===== src/sv/pqad_pkg.sv =====
`timescale 1ns / 1ps
// ----------------------------------------------------------------------------
// pqad_pkg
// Shared types and constants of the product-quantization distance scan:
// item kinds, field widths and the distance table write bundle.
// ----------------------------------------------------------------------------
package pqad_pkg;

   // Item kinds on the request channel.
   localparam int KIND_W = 2;
   localparam logic [KIND_W-1:0] KIND_LOAD  = 2'd0;
   localparam logic [KIND_W-1:0] KIND_QUERY = 2'd1;
   localparam logic [KIND_W-1:0] KIND_CODE  = 2'd2;

   // Field and datapath widths.
   localparam int VAL_W  = 16;
   localparam int DIFF_W = VAL_W + 1;
   localparam int SQ_W   = 2 * DIFF_W;
   localparam int TBL_W  = 36;
   localparam int DIST_W = 40;
   localparam int IDX_W  = 32;

   // Write side of the distance table.
   typedef struct packed {
      logic             en;
      logic [TBL_W-1:0] data;
   } tbl_wr_type;

   // Index width of a store with n entries, at least one bit.
   function automatic int idx_width(input int n);
      return (n > 1) ? $clog2(n) : 1;
   endfunction

endpackage


===== src/sv/pqad_code_accum.sv =====
`timescale 1ns / 1ps
// ----------------------------------------------------------------------------
// pqad_code_accum
// Code byte accumulator: tracks the subspace position, sums table entries
// for one database vector and holds the finished result for transfer.
// ----------------------------------------------------------------------------
module pqad_code_accum #(
   parameter int SUBSPACES = 8,
   parameter int SUB_W     = 3
) (
   input  logic                              clock,
   input  logic                              reset,
   input  logic                              code_en,
   input  logic                              code_hit,
   output logic [SUB_W-1:0]                  pos,
   input  logic [pqad_pkg::TBL_W-1:0]        table_data,
   output logic                              stall,
   output logic                              rsp_valid,
   input  logic                              rsp_ready,
   output logic [pqad_pkg::DIST_W-1:0]       rsp_distance,
   output logic [pqad_pkg::IDX_W-1:0]        rsp_vector_index
);

   logic                         pos_last;
   logic [SUB_W-1:0]             pos_ff;
   logic                         c_valid_ff;
   logic                         c_last_ff;
   logic                         c_hit_ff;
   logic [pqad_pkg::DIST_W-1:0]  partial_ff;
   logic [pqad_pkg::IDX_W-1:0]   count_ff;
   logic                         rsp_valid_ff;
   logic [pqad_pkg::DIST_W-1:0]  rsp_distance_ff;
   logic [pqad_pkg::IDX_W-1:0]   rsp_index_ff;
   logic                         fire;
   logic [pqad_pkg::DIST_W-1:0]  addend;
   logic [pqad_pkg::DIST_W-1:0]  sum;

   assign pos_last = (pos_ff == SUB_W'(SUBSPACES - 1));

   // A finished vector waits while the result register is still occupied.
   assign stall  = c_valid_ff & c_last_ff & rsp_valid_ff & ~rsp_ready;
   assign fire   = c_valid_ff & ~stall;
   assign addend = c_hit_ff ?
                   {{(pqad_pkg::DIST_W - pqad_pkg::TBL_W){1'b0}}, table_data} : '0;
   assign sum    = partial_ff + addend;

   // Position, accumulation and result register.
   always_ff @(posedge clock) begin
      if (reset) begin
         pos_ff       <= '0;
         c_valid_ff   <= 1'b0;
         partial_ff   <= '0;
         count_ff     <= '0;
         rsp_valid_ff <= 1'b0;
      end else begin
         if (code_en) begin
            pos_ff     <= pos_last ? '0 : pos_ff + SUB_W'(1);
            c_valid_ff <= 1'b1;
         end else if (fire) begin
            c_valid_ff <= 1'b0;
         end
         if (fire) begin
            if (c_last_ff) begin
               partial_ff <= '0;
               count_ff   <= count_ff + pqad_pkg::IDX_W'(1);
            end else begin
               partial_ff <= sum;
            end
         end
         if (fire && c_last_ff) begin
            rsp_valid_ff <= 1'b1;
         end else if (rsp_ready) begin
            rsp_valid_ff <= 1'b0;
         end
      end
   end

   // Item payload and result payload.
   always_ff @(posedge clock) begin
      if (code_en) begin
         c_last_ff <= pos_last;
         c_hit_ff  <= code_hit;
      end
      if (fire && c_last_ff) begin
         rsp_distance_ff <= sum;
         rsp_index_ff    <= count_ff;
      end
   end

   assign pos              = pos_ff;
   assign rsp_valid        = rsp_valid_ff;
   assign rsp_distance     = rsp_distance_ff;
   assign rsp_vector_index = rsp_index_ff;

   // No code byte is taken while a finished vector is held back.
   a_no_take_in_stall: assert property (@(posedge clock) disable iff (reset)
      code_en |-> !stall)
      else $error("code byte taken while the accumulator is stalled");

   // A pending last byte has already wrapped the position.
   a_last_wraps: assert property (@(posedge clock) disable iff (reset)
      (c_valid_ff && c_last_ff) |-> (pos_ff == '0))
      else $error("position did not wrap after the last subspace");

   // A new result appears only from a completed vector.
   a_rsp_source: assert property (@(posedge clock) disable iff (reset)
      $rose(rsp_valid_ff) |-> $past(c_valid_ff && c_last_ff))
      else $error("result raised without a completed vector");

endmodule


===== config.mk =====
export PLATFORM = sky130hd
export DESIGN_NAME = pqad_code_accum
export DESIGN_NICKNAME = d
export VERILOG_FILES = /design/src/sv/pqad_pkg.sv /design/src/sv/pqad_code_accum.sv
export SDC_FILE = /design/constraint.sdc
export NUM_CORES = 1
export LEC_CHECK = 0
export BUFFER_PORTS_ARGS = -buffer_cell sky130_fd_sc_hd__buf_4
export CORE_AREA = 2 2 118 120
export DETAILED_ROUTE_END_ITERATION = 10
export DIE_AREA = 0 0 120 122
export HOLD_SLACK_MARGIN = 0.15
export PLACE_DENSITY = 0.8
export REMOVE_ABC_BUFFERS = 1
export SYNTH_ARGS = -nofsm -noshare
export SYNTH_HDL_FRONTEND = slang
export SYNTH_SLANG_ARGS = --single-unit
export TNS_END_PERCENT = 1

===== constraint.sdc =====
create_clock -name clock -period 4.3 [get_ports clock]
set_clock_uncertainty 0.05 [all_clocks]
set_input_delay 0.43 -clock clock [delete_from_list [all_inputs] [get_ports clock]]
set_output_delay 0.43 -clock clock [all_outputs]
set_load 0.02 [all_outputs]

---- After elaboration in Yosys (flattened, before gate mapping) ----
Cells that the tools add are included.
word-level totals
  flip-flop bits (word level) ............. 151
  input port bits ......................... 41
  output and inout bits ................... 77
  word-level logic and storage cells ...... 30
cells by class
  add/sub/neg operators ................... 3
  eq/ne operators ......................... 1
  muxes and demuxes ....................... 7
  bitwise operators ....................... 6
  reduce and logical (&&, ||, !) cells .... 4
operators by type and width
  kind                   number
  $add 40x36->40         1
  $mux 40                1
  $mux 36                1
  $add 32x1->32 const B  1
  $and 1x1->1            4
  $mux 1                 4
  $reduce_bool 2->1      2
  $add 3x1->3 const B    1
  $eq 3x3->1 const B     1
  $mux 3                 1
  $not 1->1              2
  $reduce_and 2->1       1
  $logic_and 1x1->1      1

---- Logic depth before layout (Yosys ltp) ----
Gate-level depths: netlist of run 1.
  depth in word-level cells ............... 7
  gate-level depth with buffers ........... 12
  gate-level depth less buffers ........... 12

---- Least setup slack after synthesis of run 1 ----
No wires, ideal clock.
  path type ............................... reg2reg
  from .................................... register rsp_valid_ff, in the netlist rsp_valid
  to ...................................... register count_ff[30] in the netlist's numbering
  library setup time ...................... 0.071 ns
  arrival time ............................ 3.212 ns
  required time ........................... 4.179 ns
  slack ................................... 0.968 ns
  cell stages (with the launch flop) ...... 10
  path buffers ............................ 1
  clock period less this slack ............ 3.332 ns
  cell sequence ........................... dfxtp_1 nor2b_1 nor2_4 nand3_1 or3_1 buf_2 nor2_4 nand2_2 or3_1 a21oi_1
on the way
  cells in the longest elaborated chain, start to end .. 5
ends and longest elaborated chain
  what                               RTL line               source
  start: declaration                 pqad_code_accum.sv:31  logic rsp_valid_ff;
  start signal: assignment           pqad_code_accum.sv:54  rsp_valid_ff <= 1'b0;
  start signal: assignment           pqad_code_accum.sv:71  rsp_valid_ff <= 1'b1;
  start signal: assignment           pqad_code_accum.sv:73  rsp_valid_ff <= 1'b0;
  $and 1x1->1 (2 in a row)           pqad_code_accum.sv:41  assign stall = c_valid_ff & c_last_ff & rsp_valid_ff & ~rsp_ready;
  $not 1->1                          pqad_code_accum.sv:42  assign fire = c_valid_ff & ~stall;
  $and 1x1->1                        pqad_code_accum.sv:42
  $reduce_and 2->1 (no source line)  -
  end signal: assignment             pqad_code_accum.sv:65  count_ff <= count_ff + pqad_pkg::IDX_W'(1);
  end: declaration                   pqad_code_accum.sv:30  logic [pqad_pkg::IDX_W-1:0] count_ff;
No other way between the ends.
A chain may end at the register's enable or synchronous reset.

---- Worst setup path in the final report of run 1 ----
  from .................................... register c_hit_ff
  to ...................................... register partial_ff[38] in the netlist's numbering
on the way
  cells in the longest elaborated chain, start to end .. 3
ends and longest elaborated chain
  what                      RTL line               source
  start: declaration        pqad_code_accum.sv:28  logic c_hit_ff;
  start signal: assignment  pqad_code_accum.sv:82  c_hit_ff <= code_hit;
  $mux 36                   pqad_code_accum.sv:43  assign addend = c_hit_ff ?
  $add 40x36->40            pqad_code_accum.sv:45  assign sum = partial_ff + addend;
  $mux 40                   pqad_code_accum.sv:63  if (c_last_ff) begin
  end signal: assignment    pqad_code_accum.sv:67  partial_ff <= sum;
  end: declaration          pqad_code_accum.sv:29  logic [pqad_pkg::DIST_W-1:0] partial_ff;
No other way between the ends.

==> key figures, run 1 <==
Run status
  – Status: finished clean

Critical path
  – WS Path Type: flip-flop to flip-flop
  – Peak per-stage delay on the critical path: 0.56 ns
  – Startpoint Class: flip-flop
  – Crit-path max FO: 36
  – WP buf/inv: 2
  – WP data required: 4.52 ns
  – Family with the most delay on the worst path: compound AO/OA/AOI/OAI gates
  – CP Cell Sequence: buf_4, and2_1, ha_1, inv_1, fa_1, nand2b_1, a21o_1, a211oi_1, o21ai_0, a21boi_1, o41ai_2, o31ai_1, o41ai_1
  – Data arrival time of the critical path: 3.91 ns
  – Critical path's slowest cell: a211oi_1
  – CP endpoint kind: flip-flop

Power and ir drop
  – Combinational Power Share: 9.3%
  – Max IR drop VDD: 0.251 mV
  – Switching share of power: 23.2%
  – Sw power: 773 µW
  – Power Density: 364 nW/µm²
  – Sequential Power Share: 46.9%
  – Lkg Pwr: 0.00378 µW
  – Power Internal: 2560 µW
  – Clock share of power: 43.8%

Detailed routing
  – WL/cell: 16.0 µm
  – DRC Markers: 0
  – First drt pass iteration count: 7
  – Vias: 5959
  – WL final: 16500 µm
  – Initial DRC count: 472
  – DR vias/cell: 5.77
  – Remaining antenna violation count: 0

Placement
  – Gpl congestion: 0.914
  – Dpl cells: 1000
  – Hpwl dp: 11300 µm
  – # port buffers: 117

Yosys
  – Sequential fraction of the synthesis area: 50.1%
  – Post-Syn Area: 7510 µm²
  – Yosys warns: 0
  – Post-Synthesis Cells: 724
  – #FFs+latches synth: 151
  – Async S/R FF share, synth: 0%
  – Mux share of post-synthesis cell area: 0.400%
  – Synth Area in Adders: 6.77%
  – Simple logic cell fraction of the synthesized area: 16.7%
  – Mean post-synth cell area: 10.4 µm²
  – Main combinational cell family by area after synthesis: compound AO/OA/AOI/OAI gates
  – Number of synthesized flops with an enable pin: 74
  – Synth Area in XOR/XNOR: 6.42%
  – Count of cell types in the netlist: 64
  – Synth Area in Compound Gates: 17.5%
  – Synth Flop Type: dfxtp_1

Floorplan
  – Core area: 13500 µm²
  – Io pins: 118
  – Die Ht: 122 µm
  – Rows: 43
  – Initial Util: 55.6%
  – Die Wd: 120 µm
  – DIE AREA: 14600 µm²

Cells and area
  – Layout cell share with drive strength beyond 1: 20.0%
  – Layout area overhead: 21.8%
  – Antenna cells: 0
  – Finished Layout Cells: 1033
  – Multi-input logic area: 3590 µm²
  – Sequential cell area: 3760 µm²
  – Fillcell total: 1006
  – Total Nets Final: 921

Clock network
  – CTS tree: yes
  – Clock latency on the worst-skew pair: 0.41 ns
  – H-tree depth: 4
  – Cts repair resizes: 0
  – Total CTS buffers: 17
  – Clock sinks: 151
  – Clk root buf: clkbuf_16
  – Clk slew on worst S/H paths: 0.06 ns
  – CTS max path bufs: 2
  – Post-CTS setup buffers: 0

Min path
  – Min-Delay Path Class: input pin to flip-flop

STA
  – Worst relative slew slack: 35.4%
  – Final hold vios: 0
  – Final Max Slew Viols: 0
  – Fmax: 0.271 GHz
  – Crit share post-route: 85.8%
  – RSZ-0062 raised after global routing: false
  – Least-Margin Pin Slew: 0.968 ns
  – Final count of negative-setup-slack endpoints: 0
  – Tmin final: 3.69 ns
  – Final setup TNS: 0 ns

Global routing
  – Number of global-route vias before repair: 5658
  – First-pass GRT wire length: 26600 µm
  – Pin count of the biggest net entering global routing: 78
  – Initial antenna violation count: 0
  – GRT Overall Usage: 22.7%
  – Grt ovf: 0

Flow run
  – Max cap viols: 0
-- per-layer routing --
layer	vias up	wire, µm	track usage [%]
li1	2889	-	-
met4	0	286	8.60
met5	-	0	0
met2	230	8000	39.3
met1	2811	7310	28.7
met3	29	899	3.75
-- area by class of cell --
cell class | instances | share of cell area (%)
flip-flops and latches | 151 | 41.2
multi-input cells | 533 | 39.3
repair buffers | 124 | 10.2
clock buffers | 21 | 5.04
well taps | 180 | 2.46
clock inverters | 11 | 1.33
inverters | 13 | 0.534
-- sequential cells by signal, indices dropped and copies added, names as in the netlist --
| name | cells |
|---|---|
| c_hit_ff | 1 |
| c_last_ff | 1 |
| c_valid_ff | 1 |
| count_ff | 32 |
| partial_ff | 40 |
| pos | 3 |
| rsp_distance | 40 |
| rsp_valid | 1 |
| rsp_vector_index | 32 |
-- Yosys cell counts, types with 2 or more instances --
library cell	n	share of area (%)
a22oi_1	11	1.1
a22o_1	20	2.3
mux2i_1	3	0.40
a21boi_0	2	0.20
nor3_1	8	0.53
buf_2	2	0.13
nand2_2	3	0.25
xor2_1	24	2.8
nor2_1	60	3.0
dfxtp_1	77	21
xnor2_1	31	3.6
edfxtp_1	74	30
nand2_1	50	2.5
ha_1	39	6.5
and3_1	13	1.1
nor3_2	2	0.27
a211oi_1	4	0.40
a21o_1	18	1.8
o21ai_0	38	2.5
a31oi_1	8	0.67
nor4_1	2	0.17
and4_1	5	0.58
a221o_1	2	0.27
a21oi_1	50	3.3
inv_1	13	0.65
nor2_4	2	0.30
nand3_1	19	1.3
o31ai_1	4	0.40
clkbuf_1	23	1.1
nand4_1	8	0.67
nand2b_1	8	0.67
o21a_1	8	0.80
and2_1	36	3.0
o211ai_1	6	0.60
nor2b_1	5	0.42
o21bai_1	3	0.30
or3_1	15	1.3
nor3b_1	2	0.20
-- kinds of logic (layout without fill, tap and decap cells) --
group                    Yosys count  in the layout
AND/OR/NAND/NOR                  243            243
AO/OA/AOI/OAI                    192            192
flip-flops                       151            151
XOR/XNOR                          55             55
adder cells (fa/ha/maj)           40             40
buffers and inverters             40            169
multiplexers                       3              3
-- path summary, 6_finish.rpt --
path	start	to	slack, ns	depth (start not counted)
hold reg to reg	count_ff[31]	rsp_vector_index[31]	0.40	0
setup reg to reg	c_hit_ff	partial_ff[38]	0.61	13
setup / recovery	c_hit_ff	partial_ff[38]	0.61	13
hold / removal	code_en	c_last_ff	0.26	1
-- power by group through the flow --
stage                     sequential (µW)  clock, µW  combinational [µW]
after global placement               1590          0                 298
after CTS                            1560       1470                 309
after global routing                 1560       1540                 340
final                                1560       1460                 310
after floorplan                      1610          0                 175
after detailed placement             1590          0                 304
-- cells in the final DEF, fill, tap and decap left out, types with 8 or more instances in the layout --
master,synthesis,routed
or3_1,15,15
o21ai_0,38,38
buf_4,0,123
a22o_1,20,20
a21oi_1,50,50
clkbuf_16,0,17
a22oi_1,11,11
and3_1,13,13
xnor2_1,31,31
nand3_1,19,19
nand2_1,50,50
edfxtp_1,74,74
o21a_1,8,8
dfxtp_1,77,77
inv_1,13,13
and2_1,36,36
nor2_1,60,60
nand2b_1,8,8
a21o_1,18,18
xor2_1,24,24
a31oi_1,8,8
nand4_1,8,8
ha_1,39,39
-- metrics by stage --
stage	total power, µW	util, %	instance area [µm²]	setup slack, ns	hold WS, ns
floorplan	1780	-	7400	0.979	0.379
global placement	1890	63.3	8550	0.841	0.390
detailed placement	1900	63.3	8550	0.680	0.391
CTS	3340	67.7	9140	0.639	0.245
global route	3450	67.7	9140	0.377	0.241
finish	3330	67.7	9140	0.612	0.257
-- repair_timing --
action | in CTS | in global routing
hold buffers | 1 | 0
setup endpoints to repair | 0 | 0
endpoints found under the hold margin | 1 | 0
Power figures use the tool's default switching activity.
==> run 2: changes to the inputs <==
ABC_AREA = 1   (was not set)
CORE_AREA = 2 2 126 128   (was 2 2 118 120)
DIE_AREA = 0 0 128 130   (was 0 0 120 122)
==> run 2 against run 1 <==
  * Worst setup slack better by 0.48 ns
  * Worst hold slack worse by 0.065 ns
  * Sequential share of layout area down 5.0 points
  * Final cell count up 48%
  * Combinational power up 6.5%
  * Synthesized area up 16%
  * Critical path depth up 3
  * Sequential power about the same
  * Clock power up 7%
  * First-iteration DRC count up 19%
  * Critical path type unchanged
==> key figures, run 2 <==
Floorplan
  – Core area: 15400 µm²
  – Die Wd: 128 µm
  – Die Ht: 130 µm
  – DIE AREA: 16600 µm²
  – Initial Util: 56.4%
  – Rows: 46
  – Io pins: 118

Critical path
  – Peak per-stage delay on the critical path: 0.77 ns
  – Critical path's slowest cell: edfxtp_1
  – CP Cell Sequence: nand2_1, inv_1, ha_1, inv_1, fa_1, inv_1, nand3_1, nand2_1, nand2_1, nand2_1, nand2_1, nand3_1, nand2_1, nand2_1, nand2_1, and2_1
  – Crit-path max FO: 18
  – Data arrival time of the critical path: 3.35 ns
  – Startpoint Class: flip-flop
  – CP endpoint kind: flip-flop
  – WP data required: 4.44 ns
  – WS Path Type: flip-flop to flip-flop
  – Most Frequent Cell on Critical Path: nand2_1

Yosys
  – Synth Area in XOR/XNOR: 2.42%
  – Ranking of synthesized cells by area: edfxtp_1 26%, dfxtp_1 18%, nand2_1 17%
  – Async S/R FF share, synth: 0%
  – Number of synthesized flops with an enable pin: 74
  – Synth Area in Compound Gates: 7.29%
  – Synth Area in Adders: 5.84%
  – Main combinational cell family by area after synthesis: simple AND/OR/NAND/NOR gates
  – Simple logic cell fraction of the synthesized area: 32.2%
  – Mean post-synth cell area: 7.26 µm²
  – Post-Syn Area: 8700 µm²
  – Mux share of post-synthesis cell area: 0%
  – #FFs+latches synth: 151
  – Synth Flop Type: dfxtp_1
  – Top post-synthesis cells by count: 387 x nand2_1, 186 x inv_1, 118 x nor2_1
  – Synth top area share: 25.5%
  – Most common cell in the netlist: nand2_1
  – Area leader, netlist: edfxtp_1
  – Sequential fraction of the synthesis area: 43.3%
  – Count of cell types in the netlist: 38
  – Post-Synthesis Cells: 1199
  – Yosys warns: 0

Placement
  – Hpwl dp: 16100 µm
  – Pre-CTS WS: 1.16 ns
  – Gpl congestion: 0.917
  – # port buffers: 117

Power and ir drop
  – Clock share of power: 45.2%
  – Combinational Power Share: 9.6%
  – Power Density: 332 nW/µm²
  – Max IR drop VDD: 0.304 mV
  – Lkg Pwr: 0.00504 µW
  – Switching share of power: 26.0%
  – Power Internal: 2550 µW
  – Sequential Power Share: 45.3%
  – Sw power: 896 µW

Clock network
  – Hold-fix buffers, CTS: 1
  – H-tree depth: 4
  – Clk root buf: clkbuf_16
  – Clock latency on the worst-skew pair: 0.43 ns
  – CTS tree: yes
  – Cts repair resizes: 0
  – Post-CTS setup buffers: 0
  – Clk slew on worst S/H paths: 0.06 ns
  – Clock sinks: 151
  – CTS max path bufs: 2
  – Total CTS buffers: 17

Detailed routing
  – Initial DRC count: 564
  – First drt pass iteration count: 5
  – DRC Markers: 0
  – DR vias/cell: 5.23
  – WL final: 22100 µm
  – Remaining antenna violation count: 0
  – WL/cell: 14.5 µm
  – Vias: 7973

Cells and area
  – Multi-input logic area: 4160 µm²
  – Fillcell total: 1340
  – Antenna cells: 0
  – Total Nets Final: 1401
  – Layout cell share with drive strength beyond 1: 13.5%
  – Layout area overhead: 19.5%
  – Commonest non-fill, non-tap cell in the layout: nand2_1
  – Most frequent cells in the layout: 387 x nand2_1, 186 x inv_1, 122 x buf_4, 117 x nor2_1, 87 x a21oi_1
  – Final design utilization: 67.4%
  – Sequential cell area: 3760 µm²

STA
  – Final Max Slew Viols: 0
  – Final setup TNS: 0 ns
  – Final worst slack: 1.09 ns
  – Final hold vios: 0
  – Crit share post-route: 74.7%
  – Worst relative slew slack: 50.7%
  – Fmax: 0.311 GHz
  – Tmin final: 3.21 ns
  – Least-Margin Pin Slew: 0.740 ns
  – Final count of negative-setup-slack endpoints: 0
  – RSZ-0062 raised after global routing: false

Global routing
  – GRT Overall Usage: 27.3%
  – Grt ovf: 0
  – Initial antenna violation count: 0
  – Pin count of the biggest net entering global routing: 63
  – First-pass GRT wire length: 35900 µm
  – Number of global-route vias before repair: 7407

Min path
  – Min-Delay Path Class: input pin to flip-flop

Run status
  – Status: finished clean

Flow run
  – Max cap viols: 0
[run 2: cell count changes after synthesis, moves of 17 or more]
cell | before | now
a21oi_1 | 50 | 87
nand3_1 | 19 | 64
xnor2_1 | 31 | 9
a21o_1 | 18 | 1
nor2_1 | 60 | 118
inv_1 | 13 | 186
a22o_1 | 20 | 0
nand2_1 | 50 | 387
[run 2: kinds of logic after synthesis]
kind of cell	count (synthesis)
AND/OR/NAND/NOR	655
buffers and inverters	208
flip-flops	151
AO/OA/AOI/OAI	121
adder cells (fa/ha/maj)	40
XOR/XNOR	24
[run 2: per-layer routing]
metal | track usage, % | share of wire (%)
met4 | 7.76 | 1.5
met5 | 0 | 0
met2 | 47.1 | 49
met1 | 35.1 | 45
met3 | 5.58 | 5.4
[run 2: final timing paths]
path,to,depth (start not counted),slack [ns],from
hold reg to reg,rsp_vector_index[31],0,0.39,count_ff[31]
setup reg to reg,rsp_distance[30],16,1.09,c_hit_ff
setup / recovery,rsp_distance[30],16,1.09,c_hit_ff
hold / removal,c_hit_ff,1,0.19,code_en
[run 2: power groups by stage]
stage	Sequential, µW	Combinational (µW)	Clock (µW)
after floorplan	1610	179	0
after global placement	1590	321	0
after detailed placement	1590	326	0
after CTS	1560	329	1570
after global routing	1560	368	1630
final	1560	330	1560
[run 2: area by class of cell]
| class | instances | area share (%) |
|---|---|---|
| Clock buffer | 18 | 4.13 |
| Clock inverter | 14 | 1.73 |
| Inverter | 187 | 6.75 |
| Multi-Input combinational cell | 840 | 40.0 |
| Sequential cell | 151 | 36.2 |
| Tap cell | 192 | 2.31 |
| Timing Repair Buffer | 123 | 8.90 |
[run 2: worst max-delay path: cells and delay by family (launching register included)]
kind / cells / cell delay, ns
simple gates: 11 / 1.28
flops: 1 / 0.77
fa+ha+maj: 2 / 0.59
buf+inv: 3 / 0.25
[run 2: stage by stage]
stage | hold slack (ns) | cells | total power (µW) | cell area [µm²]
6_report | 0.192 | 1525 | 3450 | 10400
5_1_grt | 0.186 | 1525 | 3560 | 10400
4_1_cts | 0.180 | 1525 | 3460 | 10400
3_5_place_dp | 0.380 | 1492 | 1920 | 9780
3_3_place_gp | 0.363 | 1492 | 1910 | 9780
2_1_floorplan | 0.358 | 1178 | 1790 | 8620
